--- src/sv/srlp_pkg.sv ---
// Shared types and constants for the SMTP reply line parser.
// No dependencies; imported by srlp_line_core and smtp_reply_line_parser.
`timescale 1ns / 1ps
`default_nettype none

package srlp_pkg;

  localparam int MAX_LINE_DEFAULT = 1024;

  localparam logic [7:0] CHAR_LF    = 8'h0A;
  localparam logic [7:0] CHAR_CR    = 8'h0D;
  localparam logic [7:0] CHAR_SPACE = 8'h20;
  localparam logic [7:0] CHAR_DASH  = 8'h2D;
  localparam logic [7:0] CHAR_ZERO  = 8'h30;
  localparam logic [7:0] CHAR_NINE  = 8'h39;
  localparam logic [7:0] CASE_BIT   = 8'h20;

  localparam logic [9:0] EHLO_CODE = 10'd250;
  localparam logic [9:0] CODE_MAX  = 10'd999;

  localparam logic       OP_DATA  = 1'b0;
  localparam logic       OP_CLOSE = 1'b1;

  // Keyword matcher codes: 0..7 are the index of the next expected letter.
  localparam logic [3:0] KW_LEN  = 4'd8;
  localparam logic [3:0] KW_CR   = 4'd9;
  localparam logic [3:0] KW_FAIL = 4'd15;

  typedef enum logic [1:0] {
    ST_CONT   = 2'd0,
    ST_DONE   = 2'd1,
    ST_ERROR  = 2'd2,
    ST_CLOSED = 2'd3
  } status_t;

  typedef struct packed {
    logic       fire;
    status_t    status;
    logic [9:0] code;
    logic       tls;
    logic       done;
  } result_t;

  // Lower-case letters of the STARTTLS keyword.
  function automatic logic [7:0] kw_char(input logic [2:0] idx);
    logic [7:0] c;
    unique case (idx)
      3'd0:    c = 8'h73; // s
      3'd1:    c = 8'h74; // t
      3'd2:    c = 8'h61; // a
      3'd3:    c = 8'h72; // r
      3'd4:    c = 8'h74; // t
      3'd5:    c = 8'h74; // t
      3'd6:    c = 8'h6C; // l
      default: c = 8'h73; // s
    endcase
    return c;
  endfunction

endpackage

`default_nettype wire

--- src/sv/srlp_line_core.sv ---
// Per-byte line and answer state of the SMTP reply parser.
// Uses srlp_pkg; instantiated by smtp_reply_line_parser.
`timescale 1ns / 1ps
`default_nettype none

module srlp_line_core import srlp_pkg::*; #(
  parameter int MAX_LINE = MAX_LINE_DEFAULT
) (
  input  wire logic       clk,
  input  wire logic       rst,
  input  wire logic       go,
  input  wire logic       opcode,
  input  wire logic [7:0] rx_byte,
  input  wire logic       reply_mode,
  output result_t         res
);

  localparam int POS_W = $clog2(MAX_LINE);
  localparam logic [POS_W-1:0] POS_LAST = POS_W'(MAX_LINE - 1);

  logic [POS_W-1:0] line_position, line_position_next;
  logic [9:0]       line_code, line_code_next;
  logic             code_format_bad, code_format_bad_next;
  logic             continuation_mark, continuation_mark_next;
  logic [3:0]       kw_state, kw_state_next;
  logic [9:0]       answer_code, answer_code_next;
  logic             first_line_pending, first_line_pending_next;
  logic             starttls_seen, starttls_seen_next;

  logic       is_digit;
  logic       kw_match;
  logic       line_bad;
  logic       tls_now;
  logic [9:0] code_times_ten;

  assign is_digit = (rx_byte >= CHAR_ZERO) && (rx_byte <= CHAR_NINE);
  assign kw_match = (kw_state == KW_LEN) || (kw_state == KW_CR);
  assign code_times_ten = {line_code[6:0], 3'b000} + {line_code[8:0], 1'b0};
  assign tls_now = starttls_seen | kw_match;

  always_comb begin
    line_position_next      = line_position;
    line_code_next          = line_code;
    code_format_bad_next    = code_format_bad;
    continuation_mark_next  = continuation_mark;
    kw_state_next           = kw_state;
    answer_code_next        = answer_code;
    first_line_pending_next = first_line_pending;
    starttls_seen_next      = starttls_seen;
    res        = '0;
    res.status = ST_CONT;
    line_bad   = 1'b0;

    if (opcode == OP_CLOSE) begin
      res.fire   = 1'b1;
      res.status = ST_CLOSED;
      res.done   = 1'b1;
    end else if (rx_byte == CHAR_LF) begin
      line_bad = (line_position < POS_W'(3)) || code_format_bad;
      if (!line_bad) begin
        if (reply_mode) begin
          line_bad = (line_code != EHLO_CODE);
        end else begin
          line_bad = !first_line_pending && (answer_code != line_code);
        end
      end
      res.fire = 1'b1;
      if (line_bad) begin
        res.status = ST_ERROR;
        res.done   = 1'b1;
      end else begin
        res.code = line_code;
        res.tls  = reply_mode & tls_now;
        if (continuation_mark) begin
          res.status = ST_CONT;
          if (first_line_pending && !reply_mode) begin
            answer_code_next = line_code;
          end
          first_line_pending_next = 1'b0;
          starttls_seen_next      = reply_mode ? tls_now : starttls_seen;
        end else begin
          res.status = ST_DONE;
          res.done   = 1'b1;
        end
      end
    end else if (line_position >= POS_LAST) begin
      // The line has no room left for anything but its LF.
      res.fire   = 1'b1;
      res.status = ST_ERROR;
      res.done   = 1'b1;
    end else begin
      line_position_next = line_position + POS_W'(1);
      if (line_position < POS_W'(3)) begin
        if (is_digit) begin
          line_code_next = code_times_ten + {6'd0, rx_byte[3:0]};
        end else begin
          code_format_bad_next = 1'b1;
        end
      end else if (line_position == POS_W'(3)) begin
        if (is_digit) begin
          code_format_bad_next = 1'b1;
        end
        if (rx_byte == CHAR_DASH) begin
          continuation_mark_next = 1'b1;
        end
      end else begin
        if (kw_state < KW_LEN) begin
          kw_state_next = ((rx_byte | CASE_BIT) == kw_char(kw_state[2:0])) ?
                          kw_state + 4'd1 : KW_FAIL;
        end else if (kw_state == KW_LEN) begin
          if (rx_byte == CHAR_SPACE) begin
            kw_state_next = KW_LEN;
          end else if (rx_byte == CHAR_CR) begin
            kw_state_next = KW_CR;
          end else begin
            kw_state_next = KW_FAIL;
          end
        end else begin
          kw_state_next = KW_FAIL;
        end
      end
    end

    // Any finished line clears the line state; an ended answer clears all.
    if (res.fire) begin
      line_position_next     = '0;
      line_code_next         = '0;
      code_format_bad_next   = 1'b0;
      continuation_mark_next = 1'b0;
      kw_state_next          = '0;
    end
    if (res.fire && res.done) begin
      answer_code_next        = '0;
      first_line_pending_next = 1'b1;
      starttls_seen_next      = 1'b0;
    end
  end

  always_ff @(posedge clk) begin
    if (rst) begin
      line_position      <= '0;
      line_code          <= '0;
      code_format_bad    <= 1'b0;
      continuation_mark  <= 1'b0;
      kw_state           <= '0;
      answer_code        <= '0;
      first_line_pending <= 1'b1;
      starttls_seen      <= 1'b0;
    end else if (go) begin
      line_position      <= line_position_next;
      line_code          <= line_code_next;
      code_format_bad    <= code_format_bad_next;
      continuation_mark  <= continuation_mark_next;
      kw_state           <= kw_state_next;
      answer_code        <= answer_code_next;
      first_line_pending <= first_line_pending_next;
      starttls_seen      <= starttls_seen_next;
    end
  end

  a_pos_range: assert property (@(posedge clk) disable iff (rst)
    line_position <= POS_LAST)
    else $error("line position beyond the last byte slot");

  a_code_range: assert property (@(posedge clk) disable iff (rst)
    line_code <= CODE_MAX)
    else $error("line code above three digits");

  a_kw_after_code: assert property (@(posedge clk) disable iff (rst)
    (kw_state != 4'd0) |-> (line_position >= POS_W'(5)))
    else $error("keyword matcher moved inside the code field");

  a_answer_cleared: assert property (@(posedge clk) disable iff (rst)
    (go && res.fire && res.done) |=> (first_line_pending && !starttls_seen))
    else $error("answer state not cleared after an ended answer");

endmodule

`default_nettype wire

--- src/sv/smtp_reply_line_parser.sv ---
// SMTP reply line parser: input request register, line core, result register.
// Throughput: one byte per cycle; the input stage stalls only while the result
// register holds an untaken result. Synchronous active-high reset clears all
// control and parser state and sets reply_mode to generic. Uses srlp_pkg.
`timescale 1ns / 1ps
`default_nettype none

module smtp_reply_line_parser import srlp_pkg::*; #(
  parameter int MAX_LINE = MAX_LINE_DEFAULT
) (
  input  wire logic       clk,
  input  wire logic       rst,
  input  wire logic       cfg_valid,
  output logic            cfg_ready,
  input  wire logic       reply_mode,
  input  wire logic       in_valid,
  output logic            in_stall,
  input  wire logic       opcode,
  input  wire logic [7:0] rx_byte,
  output logic            out_valid,
  input  wire logic       out_stall,
  output logic [1:0]      status,
  output logic [9:0]      reply_code,
  output logic            has_starttls,
  output logic            answer_done
);

  logic       mode;
  logic       s1_valid;
  logic       s1_opcode;
  logic [7:0] s1_byte;
  logic       s1_go;
  logic       in_take;
  result_t    res;

  assign cfg_ready = 1'b1;
  assign s1_go     = s1_valid && (!out_valid || !out_stall);
  assign in_stall  = s1_valid && !s1_go;
  assign in_take   = in_valid && !in_stall;

  always_ff @(posedge clk) begin
    if (rst) begin
      mode <= 1'b0;
    end else if (cfg_valid && cfg_ready) begin
      mode <= reply_mode;
    end
  end

  always_ff @(posedge clk) begin
    if (rst) begin
      s1_valid <= 1'b0;
    end else begin
      s1_valid <= in_take || (s1_valid && !s1_go);
    end
  end

  always_ff @(posedge clk) begin
    if (in_take) begin
      s1_opcode <= opcode;
      s1_byte   <= rx_byte;
    end
  end

  srlp_line_core #(
    .MAX_LINE(MAX_LINE)
  ) u_core (
    .clk       (clk),
    .rst       (rst),
    .go        (s1_go),
    .opcode    (s1_opcode),
    .rx_byte   (s1_byte),
    .reply_mode(mode),
    .res       (res)
  );

  always_ff @(posedge clk) begin
    if (rst) begin
      out_valid <= 1'b0;
    end else if (!out_valid || !out_stall) begin
      out_valid <= s1_go && res.fire;
    end
  end

  always_ff @(posedge clk) begin
    if (s1_go && res.fire) begin
      status       <= res.status;
      reply_code   <= res.code;
      has_starttls <= res.tls;
      answer_done  <= res.done;
    end
  end

  a_stall_needs_item: assert property (@(posedge clk) disable iff (rst)
    in_stall |-> (s1_valid && out_valid && out_stall))
    else $error("input stalled without a blocked result");

  a_held_item_kept: assert property (@(posedge clk) disable iff (rst)
    (s1_valid && !s1_go) |=> (s1_valid && $stable(s1_byte) && $stable(s1_opcode)))
    else $error("waiting request lost or changed");

  a_result_held: assert property (@(posedge clk) disable iff (rst)
    (out_valid && out_stall) |=> (out_valid && $stable(reply_code)))
    else $error("stalled result dropped");

endmodule

`default_nettype wire
--- config.mk ---
export PLATFORM = sky130hd
export DESIGN_NAME = smtp_reply_line_parser
export DESIGN_NICKNAME = d
export VERILOG_FILES = /design/src/sv/srlp_pkg.sv /design/src/sv/srlp_line_core.sv /design/src/sv/smtp_reply_line_parser.sv
export SDC_FILE = /design/constraint.sdc
export NUM_CORES = 1
export LEC_CHECK = 0
export ABC_AREA = 1
export BUFFER_PORTS_ARGS = -buffer_cell sky130_fd_sc_hd__buf_2
export CAP_MARGIN = 20
export CORE_MARGIN = 5
export CORE_UTILIZATION = 30
export CTS_CLUSTER_SIZE = 30
export DETAILED_ROUTE_END_ITERATION = 12
export GPL_ROUTABILITY_DRIVEN = 0
export PLACE_DENSITY = 0.57
export SLEW_MARGIN = 20
export SYNTH_ARGS = -nofsm -noshare
export SYNTH_HDL_FRONTEND = slang
export SYNTH_SLANG_ARGS = --single-unit
--- constraint.sdc ---
create_clock -name clk -period 2.2 [get_ports clk]
set_input_delay 0.22 -clock clk [delete_from_list [all_inputs] [get_ports clk]]
set_output_delay 0.22 -clock clk [all_outputs]
set_load 0.02 [all_outputs]
==> Word level (Yosys, flattened, before mapping) <==
Cells that the tools add are included.
{ "op_classes": {"n_lt_le_gt_ge": 5, "reduce_logical": 38, "n_bitwise": 3, "n_addsub": 4, "n_eq_ne": 24, "mux": 74} }
{ "ops": {"columns": ["operator", "n"], "rows": [
  ["2-to-1 mux 10 bit", 16],
  ["2-to-1 mux 8 bit", 6],
  ["2-to-1 mux 4 bit", 10],
  ["2-to-1 mux 1 bit", 36],
  ["AND reduction 6 bit", 4],
  ["case mux 5 bit (4 select lines)", 1],
  ["equality test 8 x 4 -> 1 bit, second input constant", 2],
  ["equality test 8 x 6 -> 1 bit, second input constant", 2],
  ["nonzero test 2 bit", 8],
  ["AND reduction 7 bit", 2],
  ["2-to-1 mux 3 bit", 4],
  ["adder 10 x 1 -> 10 bit, second input constant", 1],
  ["adder 10 bit", 1],
  ["adder 10 x 4 -> 10 bit", 1],
  ["equality test 10 x 2 -> 1 bit, second input constant", 1],
  [">= comparator 10 bit, second input constant", 1],
  ["< comparator 10 x 2 -> 1 bit, second input constant", 1],
  ["!= test 10 bit", 1],
  ["!= test 10 x 8 -> 1 bit, second input constant", 1],
  ["!= test 2 bit, second input constant", 5],
  ["equality test 3 bit, second input constant", 3],
  ["equality test 4 bit, second input constant", 2],
  ["equality test 8 bit", 1],
  [">= comparator 8 x 6 -> 1 bit, second input constant", 1],
  ["other kinds (18)", 37]
]} }
{ "word_totals": {"word_cells": 165, "in_bits": 15, "ff_bits": 64} }

==> Logic depth before layout (Yosys ltp) <==
Gate-level depths: netlist (run 1).
{ "depth": {"word_depth": 18, "depth_mapped": 13} }

==> Hierarchy <==
A second synthesis (run 1) with hierarchy kept.
{ "hier_totals": {"hier_cells": 434, "area_unflattened_um2": 3614.7} }
{ "by_module_without_submodules": {"columns": ["mod", "seq_area_each_um2", "cells_each", "area_each_um2", "instances"], "rows": [
  ["srlp_line_core", 760.7, 387, 2773.9, 1],
  ["smtp_reply_line_parser", 750.7, 47, 840.8, 1]
]} }

==> Worst setup path after synthesis (run 1) <==
OpenSTA, ideal clock, no wires.
{ "synth_timing": {"kind": "register -> register", "start": "reg s1_byte[3]", "end": "reg u_core.line_code[8]", "arrival_ps": 2203, "period_less_slack_ps": 2273, "setup_slack_ps": -73, "path_stages_with_launch": 13, "n_path_buf": 0, "required_ps": 2130, "cell_sequence": "edfxtp_1 -> fa_1 -> inv_1 -> fa_1 -> nor2_1 -> o21ai_0 -> nand2_1 -> nand2_1 -> nand2_1 -> a21oi_1 -> xnor2_1 -> nand2_1 -> a21oi_1"} }
{ "synth_via": {"elab_chain_cells": 7, "word_cells_on_any_way": 19} }
{ "synth_rtl": {"columns": ["element", "line_no", "rtl"], "rows": [
  ["start, declared", "smtp_reply_line_parser.sv:31", "logic [7:0] s1_byte;"],
  ["start signal, assigned", "smtp_reply_line_parser.sv:60", "s1_byte <= rx_byte;"],
  ["adder 10 x 4 -> 10 bit", "srlp_line_core.sv:95", "line_code_next = code_times_ten + {6'd0, rx_byte[3:0]};"],
  ["2-to-1 mux 10 bit", "srlp_line_core.sv:94", "if (is_digit) begin"],
  ["2-to-1 mux 10 bit", "srlp_line_core.sv:93", "if (line_position < POS_W'(3)) begin"],
  ["2-to-1 mux 10 bit", "srlp_line_core.sv:86", "end else if (line_position >= POS_LAST) begin"],
  ["2-to-1 mux 10 bit", "srlp_line_core.sv:58", "end else if (rx_byte == CHAR_LF) begin"],
  ["2-to-1 mux 10 bit", "srlp_line_core.sv:54", "if (opcode == OP_CLOSE) begin"],
  ["2-to-1 mux 10 bit", "srlp_line_core.sv:125", "if (res.fire) begin"],
  ["end signal, assigned", "srlp_line_core.sv:151", "line_code <= line_code_next;"],
  ["end, declared", "srlp_line_core.sv:22", "logic [9:0] line_code, line_code_next;"]
]} }
Parallel ways exist; a longest one is shown, timed or not. The select of a mux whose other input is x is not followed.
A chain may end at the register's enable or synchronous reset.

==> Final worst setup path (run 1) <==
{ "layout_timing": {"start": "reg s1_byte[3]", "end": "reg u_core.line_code[7]"} }
The elaborated chain is that of the path after synthesis.

==> results of run 1 <==
[critical path: stages, from the launching register on]
cell	delay (ns)
edfxtp_1	0.41
fa_1	0.47
ha_1	0.30
a21oi_2	0.13
o21bai_2	0.10
a21oi_1	0.15
o21ai_1	0.08
or2_2	0.27
nand3_1	0.07
a21oi_1	0.06
[flip-flops by register name, summed over array words and instances (netlist names)]
name	flops
u_core.answer_code	10
u_core.continuation_mark	1
u_core.code_format_bad	1
u_core.first_line_pending	1
reply_code	10
answer_done	1
mode	1
u_core.kw_state	4
s1_opcode	1
s1_valid	1
status	2
has_starttls	1
u_core.starttls_seen	1
u_core.line_position	10
out_valid	1
u_core.line_code	10
s1_byte	8
[final cells by class]
type	count	area, um^2	area share [%]
clock inverters	2	11.3	0.255
inverters	66	248	5.62
clock buffers	13	280	6.35
well taps	147	184	4.17
multi-input cells	329	1920	43.5
repair buffers	42	256	5.82
flip-flops and latches	64	1510	34.3
[path summary, 6_finish.rpt]
path	start	to	slack [ns]	depth (start not counted)
setup reg to reg	s1_byte[3]	u_core.line_code[7]	0.03	9
hold / removal	opcode	s1_opcode	0.07	1
setup / recovery	s1_byte[3]	u_core.line_code[7]	0.03	9
hold reg to reg	u_core.code_format_bad	u_core.code_format_bad	0.46	2
[kinds of logic (layout without fill, tap and decap cells)]
| group | count (synthesis) | count (layout) |
|---|---|---|
| XOR/XNOR | 9 | 9 |
| AO/OA/AOI/OAI | 67 | 67 |
| flip-flops | 64 | 64 |
| buffers and inverters | 78 | 123 |
| adder cells (fa/ha/maj) | 22 | 22 |
| AND/OR/NAND/NOR | 229 | 230 |
| other | 1 | 1 |
[power breakdown]
group	internal [mW]	switching [mW]
Clock	0.878	0.500
Sequential	1.26	0.0222
Combinational	0.0761	0.140
[layer usage]
metal | up-vias | global-route usage (%)
li1 | 1625 | -
met1 | 1406 | 14.6
met2 | 52 | 20.1
met3 | 15 | 2.06
met4 | 0 | 5.38
met5 | - | 0
[layout by cell type, fill, tap and decap left out, types with 5 or more instances in the layout]
cell type and count:
nor2_1 56, ha_1 19, nor3_1 7, clkbuf_16 9, inv_2 10, dfxtp_1 39
nand3_1 30, o21ai_1 5, nand2_1 95, nand3_2 11, buf_2 30, a21oi_1 38
xor2_1 6, o21ai_0 10, edfxtp_1 23, inv_1 55, buf_4 10
[what timing repair did]
item | 4_1_cts | 5_1_grt
setup endpoints to repair | 2 | 15
cloned | 0 | 1
pin swaps | 4 | 3
buffers inserted | 1 | 1
gates resized for setup | 3 | 14
==> results.cfg, run 1 <==
[hold_path]
hold_path_class = primary input to flip-flop

[floorplan]
die_w_um = 121
start_util_pct = 30.7
placementRows = 40
die_y_um = 121
fp.dieArea_um2 = 14600
num_io_pins = 32
core_um2 = 12000

[layout]
synthToLayoutAreaGrowth_pct = 19.7
n_antenna_cell = 0
nFillCells = 1250
final_layout_size_suffix_gt1_share_pct = 21.3
fin_area_um2 = 4410
stdcell_count = 663
final_core_util_pct = 36.7
nets = 549

[clocking]
hold_buffers = 0
cts.sinks = 64
clk_pin_slew_ns = 0.05
clk_latency_ns = 0.32
cts_max_path_buffers = 2
root_buffer = clkbuf_16
cts_buffers = 9
cts_tree = built
htreeDepth = 3

[synthesis]
yosys_warnings = 0
yosysMostFrequentCell = nand2_1
syn_area_per_cell_um2 = 7.84
synth_top_area_share_pct = 22.3
yosys-mux-area-fraction_pct = 0
synth_top_cell_by_area = dfxtp_1
syn_nets = 507
synthCells = 470
synth_top_family_by_area = simple AND/OR/NAND/NOR gates
synthArstFlopShare_pct = 0
synth.cells.most_frequent = nand2_1, nor2_1, inv_1
synth_simple_gate_area_share_pct = 29.9
synthFlopType = dfxtp_1
synth-compound-area-share_pct = 10.1
synth_enable_flop_cells = 23
synth_area_um2 = 3690
synth_fa_ha_area_share_pct = 7.88
synth_seq_cells = 64
synthTopCellsByArea = dfxtp_1, edfxtp_1, nand2_1
synth-xor-area-share_pct = 2.14
ys_seq_area_share_pct = 41.0
synth.distinct_cells = 46

[drt]
ant_nets = 0
wire_per_inst_um = 12.4
vias_per_cell = 4.67
num_vias = 3098
wl_met3_um = 291
drtPass1Iterations = 4
wl_met1_um = 3860
drc = 0
highest_layer = met4
wl_met2_um = 3870
drtIter0Drc = 125
wl_um = 8210

[worst_setup_path]
cp.required_ns = 2.39
start_kind = flip-flop
end_kind = flip-flop
worstSetupPathType = flip-flop to flip-flop
cp.arrival_ns = 2.36
critPathMaxFanout = 4

[pwr]
p_per_area_nw_per_um2 = 652
p_leak_nw = 1.75
irDropWorstVdd_uv = 276
fin_total_pwr_mw = 2.88

[global_routing]
gr-total-overflow = 0
grt_use_total_pct = 11.8
grt_max_degree = 33
grt_pass1_wl_um = 14000
grt_pass1_vias = 2997
antenna_found_initial = 0

[placement]
dp_slack_ns = -0.0536
dp_hpwl_um = 6050
placed_area_um2 = 4030
portBuffers = 30
placed_cells_incl_taps = 645

[timing]
layout_setup_ws_ns = 0.0274
clock_skew_ns = 0.00469
fin_crit_sh_pct = 98.8
grt_setup_unrepaired = true
finalHoldViolCount = 0
period_needed_ns = 2.17
setup_tns_ns = 0
setup_viol = 0
fmax_mhz = 460
holdWs_ns = 0.0721
drv_slew = 0

[outcome]
status = completed

[flow_run]
cap_viol_max_count = 0
(Power assumes the default switching activity.)
==> run 2, diff against run 1 <==
--- a/config.mk
+++ b/config.mk
@@ -13,7 +13,7 @@
 export CTS_CLUSTER_SIZE = 30
 export DETAILED_ROUTE_END_ITERATION = 12
 export GPL_ROUTABILITY_DRIVEN = 0
-export PLACE_DENSITY = 0.57
+export PLACE_DENSITY = 0.58
 export SLEW_MARGIN = 20
 export SYNTH_ARGS = -nofsm -noshare
 export SYNTH_HDL_FRONTEND = slang
==> results.cfg, run 2 (same netlist as run 1, synthesis figures left out) <==
[drt]
wl_um = 8160
num_vias = 3104
wire_per_inst_um = 12.3
drc = 0
drtPass1Iterations = 4
ant_nets = 0
drtIter0Drc = 124
vias_per_cell = 4.67

[worst_setup_path]
critPathMaxFanout = 4
ff2ff_setup_slack_ns = -0.06
cp.required_ns = 2.39
start_kind = flip-flop
r2r_start = s1_byte[3]
reg2reg_to = u_core.line_code[7]
end_kind = flip-flop
reg2reg_depth = 9
worstSetupPathType = flip-flop to flip-flop
cp.arrival_ns = 2.45

[timing]
setup_viol = 2
grt_setup_unrepaired = true
period_needed_ns = 2.26
holdWs_ns = 0.0692
fmax_mhz = 443
clock_skew_ns = 0.00557
fin_crit_sh_pct = 103
layout_setup_ws_ns = -0.0592
drv_slew = 0
finalHoldViolCount = 0

[layout]
n_antenna_cell = 0
nets = 549
synthToLayoutAreaGrowth_pct = 19.6
final_layout_size_suffix_gt1_share_pct = 20.5
nFillCells = 1261
fin_area_um2 = 4410
layout_commonest_cell = nand2_1
layout_common_cells = nand2_1, nor2_1, inv_1

[clocking]
cts.sinks = 64
cts_tree = built
cts_buffers = 9
hold_buffers = 0
clk_latency_ns = 0.32
cts_max_path_buffers = 2
htreeDepth = 3
clk_pin_slew_ns = 0.05
root_buffer = clkbuf_16

[placement]
dp_hpwl_um = 6150
portBuffers = 30
placed_area_um2 = 4060

[global_routing]
grt_max_degree = 21
grt_pass1_wl_um = 14100
grt_pass1_vias = 3041
grt_use_total_pct = 11.8
gr-total-overflow = 0
antenna_found_initial = 0

[pwr]
p_leak_nw = 1.76
irDropWorstVdd_uv = 278
p_per_area_nw_per_um2 = 670
fin_total_pwr_mw = 2.95

[outcome]
status = complete, but fails checks
failed_checks = negative setup slack

[flow_run]
cap_viol_max_count = 0

[floorplan]
fp.dieArea_um2 = 14600
placementRows = 40
num_io_pins = 32
die_y_um = 121
core_um2 = 12000
start_util_pct = 30.7
die_w_um = 121

[hold_path]
min_from = rx_byte[4]
min_path_cells = 1
hold_end = s1_byte[4]
hold_path_class = primary input to flip-flop
## run 2: changes by cell type in the layout (fill, tap and decap cells not counted), moves of 2 or more
cell,change
clkbuf_8,-3
nand3_2,+2
nor2_4,-2
clkbuf_1,+3
nand3_4,-2
## run 2: how the worst max path moves through the flow
| stage | slack, ns | from | depth (start not counted) | endpoint |
|---|---|---|---|---|
| after floorplan | 0.04 | s1_byte[3] | 12 | u_core.line_code[8] |
| after global placement | -0.02 | s1_byte[3] | 12 | u_core.line_code[8] |
| after detailed placement | -0.1 | s1_byte[3] | 12 | u_core.line_code[8] |
| after CTS | -0.03 | s1_byte[3] | 9 | u_core.line_code[7] |
| after global routing | -0.22 | s1_byte[3] | 12 | u_core.line_code[8] |
| final | -0.06 | s1_byte[3] | 9 | u_core.line_code[7] |
## run 2: where the power goes
group          internal (mW)  switching [mW]
sequential              1.26          0.0220
clock                  0.975           0.483
combinational         0.0751           0.138
## run 2: stage by stage
stage               setup slack (ns)  instances  utilization (%)  TNS [ns]
floorplan                     0.0408        470                -         0
global placement             -0.0250        647             33.8   -0.0250
detailed placement           -0.0970        647             33.8    -0.183
CTS                          -0.0307        663             36.4   -0.0307
global route                  -0.224        664             36.7    -0.526
finish                       -0.0592        664             36.7   -0.0718
## run 2: cell type report
| type | instances | area [um^2] | share of cell area (%) |
|---|---|---|---|
| repair buffers | 43 | 273 | 6.19 |
| inverters | 66 | 248 | 5.62 |
| clock inverters | 2 | 35.0 | 0.795 |
| multi-input cells | 328 | 1880 | 42.7 |
| flip-flops and latches | 64 | 1510 | 34.3 |
| well taps | 147 | 184 | 4.17 |
| clock buffers | 14 | 275 | 6.24 |
## run 2: worst max-delay path, stage by stage (launching register included)
cell,delay [ns]
edfxtp_1,0.41
fa_1,0.48
ha_1,0.33
a21oi_2,0.16
o21bai_2,0.12
a21oi_2,0.14
o21ai_1,0.09
or2_2,0.28
nand3_2,0.06
a21oi_1,0.06
## run 2: timing repair
item / 4_1_cts / 5_1_grt
endpoints found under the setup margin: 3 / 5
gates cloned: 0 / 0
buffers inserted: 0 / 1
endpoints found under the hold margin: 0 / 0
gates resized for setup: 3 / 7
pin swaps: 3 / 6
## run 2: per-layer routing
metal	vias up	track usage (%)	routed length, um
li1	1623	-	-
met1	1407	15.0	3830
met2	59	19.5	3850
met3	15	3.32	361
met4	0	3.61	120
met5	-	0	0
